==> src/qte_pkg.sv <==
// ----------------------------------------------------------------------------
// qte_pkg: shared types and constants for the quaternion to Euler converter
// Fixed widths of the datapath, angle constants and the CORDIC arctangent
// table in units of 2^-30 rad.
// ----------------------------------------------------------------------------
package qte_pkg;

    localparam int W_IN   = 16;
    localparam int W_PROD = 32;
    localparam int W_SUM  = 35;
    localparam int W_SQ   = 58;
    localparam int W_REM  = 59;
    localparam int W_ROOT = 29;
    localparam int W_VEC  = 38;
    localparam int W_ANG  = 34;
    localparam int W_OUT  = 16;
    localparam int W_DEGP = 66;
    localparam int TAB_LEN = 24;

    localparam logic signed [W_SUM-1:0] ONE_Q28 = 35'sd268435456;
    localparam logic [W_SQ-1:0] ONE_Q56  = 58'd1 << 56;
    localparam logic [W_SQ-1:0] HALF_Q56 = 58'd1 << 55;
    localparam logic [W_SQ-1:0] SMALL_COS_SQ = 58'd7205759403792;
    localparam logic signed [W_ANG-1:0] HALF_PI_A = 34'sd1686629713;
    localparam logic signed [W_ANG-1:0] PI_A      = 34'sd3373259426;
    localparam logic signed [30:0] DEG_MUL = 31'sd961263669;

    typedef struct packed {
        logic [W_REM-1:0]  rem;
        logic [W_ROOT-1:0] root;
    } t_sqrt;

    typedef struct packed {
        logic signed [W_VEC-1:0] x;
        logic signed [W_VEC-1:0] y;
        logic signed [W_ANG-1:0] z;
        logic                    done;
    } t_vec;

    typedef struct packed {
        logic then_br;
        logic pitch_zero;
        logic pitch_neg;
        logic yaw_zero;
    } t_tag;

    function automatic logic [31:0] atan_tab(input int idx);
        logic [31:0] v;
        case (idx)
            0:  v = 32'd843314856;
            1:  v = 32'd497837829;
            2:  v = 32'd263043836;
            3:  v = 32'd133525158;
            4:  v = 32'd67021686;
            5:  v = 32'd33543515;
            6:  v = 32'd16775850;
            7:  v = 32'd8388437;
            8:  v = 32'd4194282;
            9:  v = 32'd2097149;
            10: v = 32'd1048575;
            11: v = 32'd524287;
            12: v = 32'd262143;
            13: v = 32'd131071;
            14: v = 32'd65535;
            15: v = 32'd32767;
            16: v = 32'd16383;
            17: v = 32'd8191;
            18: v = 32'd4095;
            19: v = 32'd2047;
            20: v = 32'd1023;
            21: v = 32'd511;
            22: v = 32'd255;
            23: v = 32'd127;
            default: v = 32'd0;
        endcase
        return v;
    endfunction

endpackage

==> src/qte_sqrt_cell.sv <==
// ----------------------------------------------------------------------------
// qte_sqrt_cell: one result bit of a pipelined floor square root
// Tries bit K of the root against the partial remainder and registers both.
// ----------------------------------------------------------------------------
module qte_sqrt_cell #(
    parameter int K = 0
) (
    input  logic          i_clk,
    input  logic          i_en,
    input  qte_pkg::t_sqrt i_d,
    output qte_pkg::t_sqrt o_d
);

    logic [qte_pkg::W_REM-1:0] w_trial;
    qte_pkg::t_sqrt n_d;
    qte_pkg::t_sqrt r_d;

    always_comb begin
        w_trial = (qte_pkg::W_REM'(i_d.root) << (K + 1)) + (qte_pkg::W_REM'(1) << (2 * K));
        n_d = i_d;
        if (i_d.rem >= w_trial) begin
            n_d.rem  = i_d.rem - w_trial;
            n_d.root = i_d.root | (qte_pkg::W_ROOT'(1) << K);
        end
    end

    always_ff @(posedge i_clk) begin
        if (i_en) begin
            r_d <= n_d;
        end
    end

    assign o_d = r_d;

endmodule

==> config.mk <==
export PLATFORM = sky130hd
export DESIGN_NAME = qte_sqrt_cell
export DESIGN_NICKNAME = d
export VERILOG_FILES = /design/src/qte_pkg.sv /design/src/qte_sqrt_cell.sv
export SDC_FILE = /design/constraint.sdc
export NUM_CORES = 1
export LEC_CHECK = 0
export BUFFER_PORTS_ARGS = -buffer_cell sky130_fd_sc_hd__buf_4
export CORE_MARGIN = 2
export CORE_UTILIZATION = 40
export DETAILED_ROUTE_END_ITERATION = 6
export GPL_ROUTABILITY_DRIVEN = 0
export PLACE_DENSITY = 0.67
export REMOVE_ABC_BUFFERS = 1
export SETUP_SLACK_MARGIN = 0.02
export SYNTH_ARGS = -nofsm -noshare
export SYNTH_HDL_FRONTEND = slang
export SYNTH_SLANG_ARGS = --single-unit
==> constraint.sdc <==
create_clock -name i_clk -period 2.95 [get_ports i_clk]
set_input_delay 0 -clock i_clk [delete_from_list [all_inputs] [get_ports i_clk]]
set_output_delay 0 -clock i_clk [all_outputs]
set_load 0.02 [all_outputs]
== Word level (Yosys, flattened, before mapping) ==
Index checks and enable logic that the tools add are counted.

* Register bits: 88
* Latch bits: 0
* Bits in writable memories: 0
* ROM bits: 0
* Input port bits: 90
* Output and inout port bits: 88
* Word-level logic and storage cells: 7
* Memories: 0

* $add $sub $neg: 2
* $mul: 0
* Div/mod/pow operators: 0
* Order comparisons: 1
* Eq/ne operators: 0
* Shift-type cells: 0
* Multiplexer cells: 1
* Bitwise gates (word level): 0
* Reductions and logical operators: 0

{| class="wikitable"
|+ Operators with widths
! cell !! number
|-
| two-way mux 88 bit || 1
|-
| greater-or-equal comparator 59 x 31 -> 1 bit || 1
|-
| subtractor 59 x 31 -> 59 bit || 1
|-
| adder 30 x 1 -> 31 bit, second input constant || 1
|}

== Longest topological paths before layout ==
* Depth after elaboration: 3
* Mapped depth: 14
* Mapped depth without buffers: 10

== Worst setup path after synthesis ==
Ideal clock, no wire load.

* Path type: input port to flip-flop
* Start: input port i_d[25] in the netlist's numbering
* End: register r_d (netlist bit o_d[77]) (data pin)
* Setup time: 0.256 ns
* Data arrival time: 2.837 ns
* Required time: 2.694 ns
* Slack: -0.143 ns
* Stages: 11
* Path buffers: 1
* Path through: inv_1 -> ha_1 -> clkbuf_1 -> nand4_1 -> or4_1 -> or3_1 -> or4_1 -> nand3_2 -> a2bb2oi_2 -> or4_1 -> a22o_1

{| class="wikitable"
|+ RTL lines
! what !! line !! RTL
|-
| start: declaration || qte_sqrt_cell.sv:10 || <nowiki>input qte_pkg::t_sqrt i_d,</nowiki>
|-
| end signal: assignment || qte_sqrt_cell.sv:29 || <nowiki>r_d <= n_d;</nowiki>
|-
| end: declaration || qte_sqrt_cell.sv:16 || <nowiki>qte_pkg::t_sqrt r_d;</nowiki>
|}

==> impl_metrics.sql <==
INSERT INTO impl_metrics (metric_group, metric, value, unit) VALUES
('yosys', 'postSynthRegisterBits', '88', ''),
('timing', 'final-hold-violation-count', '0', ''),
('hold_path', 'min_path_type', 'input pin to flop', ''),
('timing', 'timing.slew.headroom', '0.247', ''),
('final_layout', 'final_common_cell', 'sky130_fd_sc_hd__buf_4', ''),
('timing', 'final_critical_path_setup_slack', '0.0777', 'ns'),
('yosys', 'synth_top_area_cell', 'sky130_fd_sc_hd__edfxtp_1', ''),
('timing', 'finalSetupViolations', '0', ''),
('critical_path', 'crit_path_cell_trace', 'dlygate4sd3_1 -> buf_4 -> ha_2 -> and2_4 -> and3_1 -> nand3_1 -> or4_1 -> nand3_2 -> a2bb2oi_4 -> or4_1 -> a22o_1', ''),
('critical_path', 'worst_setup_path_end_kind', 'flop', ''),
('drt', 'avgRoutedWirePerCell', '16.6', 'um'),
('critical_path', 'cp_data_required_time', '3.05', 'ns'),
('timing', 'setup_total_negative_slack', '0', 'ns'),
('yosys', 'ys_warn_count', '0', ''),
('yosys', 'synthesis.area_per_instance', '10.1', 'sq um'),
('final_layout', 'largest_register_ffs', '88', ''),
('place', 'dp.final_hpwl', '12600', 'um'),
('final_layout', 'areaGrowthSynthToFinish', '54.1', '%'),
('yosys', 'proportion_of_synthesized_chip_area_in_sequential_cells', '0.462', ''),
('timing', 'timing_max_transition_violations_final', '0', ''),
('yosys', 'post_synth_inst_count', '565', ''),
('critical_path', 'cpLargestDelayFamily', 'simple AND/OR/NAND/NOR gates', ''),
('run', 'max_cap_viol_count', '0', ''),
('yosys', 'netlist_area', '5720', 'sq um'),
('critical_path', 'crit_buf_inv', '2', ''),
('yosys', 'number_of_synthesized_flops_with_an_enable_pin', '88', ''),
('die', 'start_util', '0.411', ''),
('clocking', 'tritoncts_clock_tree', 'yes', ''),
('timing', 'maximum_operating_frequency', '0.348', 'GHz'),
('critical_path', 'path_common_cell', 'sky130_fd_sc_hd__or4_1', ''),
('drt', 'ratio_of_routed_vias_to_standard_cells', '5.20', ''),
('power', 'vdd_drop_max', '0.294', 'mV'),
('critical_path', 'cp_capture_point', 'o_d[77]$_DFFE_PP_', ''),
('clocking', 'cts_made_buffers', '9', ''),
('timing', 'period_share', '0.974', ''),
('clocking', 'clk_pin_slew', '0.06', 'ns'),
('critical_path', 'max_stage_delay', '0.55', 'ns'),
('drt', 'routed_wl', '17400', 'um'),
('power', 'leakage', '0.00375', 'uW'),
('place', 'detailedPlace.worstSlack', '-0.243', 'ns'),
('timing', 'finalWorstPathRequiredPeriod', '2.87', 'ns'),
('drt', 'dr_total_vias', '5448', ''),
('die', 'core', '13900', 'sq um'),
('yosys', 'yosysTopAreaCellShare', '0.462', ''),
('die', 'cell_row_count', '43', ''),
('critical_path', 'crit_start', 'i_d[36]', ''),
('yosys', 'synth.top_cells.by_area', 'sky130_fd_sc_hd__edfxtp_1, sky130_fd_sc_hd__ha_1, sky130_fd_sc_hd__xor2_1', ''),
('place', 'number_of_buffers_added_on_ports', '177', ''),
('global_route', 'grt-ovfl-total', '0', ''),
('final_layout', 'drive_above_1_share', '0.341', ''),
('outcome', 'outcome', 'finished, final reports clean', ''),
('final_layout', 'final_cell_mix', 'sky130_fd_sc_hd__buf_4, sky130_fd_sc_hd__edfxtp_1, sky130_fd_sc_hd__dlygate4sd3_1', ''),
('final_layout', 'finalCoreUtilization', '0.633', ''),
('clocking', 'cts_htree_levels', '3', ''),
('global_route', 'grt_max_degree', '89', ''),
('final_layout', 'nets', '985', ''),
('power', 'fin_total_pwr', '4030', 'uW'),
('yosys', 'synth.distinct_cells', '66', ''),
('die', 'design.die.area', '15300', 'sq um'),
('timing', 'holdWs', '0.0103', 'ns'),
('yosys', 'synth-async-reset-ratio', '0', ''),
('clocking', 'clock_path_buffers', '2', ''),
('critical_path', 'worst-setup-path-type', 'input pin to flop', ''),
('global_route', 'number_of_global_route_vias_before_repair', '5465', ''),
('drt', 'dr.first_iter.drc_count', '343', ''),
('critical_path', 'crit_path_start_kind', 'input pin', ''),
('yosys', 'synth_ff_type', 'sky130_fd_sc_hd__edfxtp_1', ''),
('critical_path', 'critical_path_stages', '11', ''),
('global_route', 'track_usage', '0.226', ''),
('drt', 'drt_pass_1_iters', '5', ''),
('global_route', 'grt_antenna_before_repair', '0', '');
[power by group]
part,switching (uW),total (uW),internal (uW)
clock network,476,1210,734
logic,650,1230,576
registers,42.2,1590,1550
total,1170,4030,2860
[cell usage after synthesis (12+ instances only)]
cell type	n
sky130_fd_sc_hd__nor2_1	25
sky130_fd_sc_hd__edfxtp_1	88
sky130_fd_sc_hd__nor3_1	12
sky130_fd_sc_hd__clkbuf_1	17
sky130_fd_sc_hd__or3_1	13
sky130_fd_sc_hd__inv_1	43
sky130_fd_sc_hd__nor4_1	13
sky130_fd_sc_hd__o21ai_0	35
sky130_fd_sc_hd__a21oi_1	30
sky130_fd_sc_hd__nand2_1	61
sky130_fd_sc_hd__xor2_1	41
sky130_fd_sc_hd__ha_1	30
[cells by family after synthesis]
family | synth area share
AOI/OAI and AO/OA | 0.142
xor gates and xnor gates | 0.0796
adders and majority gates | 0.0691
buffers and inverters | 0.0490
DFF | 0.462
muxes | 0.00568
and+or+nand+nor | 0.193
[repair_timing]
action,4_1_cts,5_1_grt
hold buffers,71,0
endpoints found under the hold margin,71,0
endpoints found under the setup margin,0,26
gates resized for setup,0,25
buffers inserted,0,2
[metal layers]
| metal | track usage | share of wire |
|---|---|---|
| met1 | 0.290 | 0.43 |
| met2 | 0.382 | 0.49 |
| met3 | 0.0357 | 0.052 |
| met4 | 0.0881 | 0.028 |
| met5 | 0 | 0 |
[how the worst min path moves through the flow]
stage / from / end / cells past startpoint
5_1_grt: i_d[69] / o_d[69]$_DFFE_PP_ / 2
2_1_floorplan: i_d[10] / o_d[10]$_DFFE_PP_ / 0
3_5_place_dp: i_d[12] / o_d[12]$_DFFE_PP_ / 1
6_report: i_d[69] / o_d[69]$_DFFE_PP_ / 2
3_3_place_gp: i_d[23] / o_d[23]$_DFFE_PP_ / 1
4_1_cts: i_d[69] / o_d[69]$_DFFE_PP_ / 2
[per-stage QoR]
stage | std cells | cell area (sq um)
2_1_floorplan | 539 | 5600
3_3_place_gp | 960 | 7680
3_5_place_dp | 960 | 7680
4_1_cts | 1046 | 8700
5_1_grt | 1048 | 8820
6_report | 1048 | 8820
[area by class of cell]
class | count | area (sq um)
fillers | 1136 | 5120
repair buffers | 314 | 2570
clock buffers | 9 | 225
clock inverters | 6 | 85.1
multi-input cells | 408 | 2910
flip-flops and latches | 88 | 2640
well taps | 180 | 225
inverters | 43 | 161
Note: power is estimated with default switching activity, not from simulation.
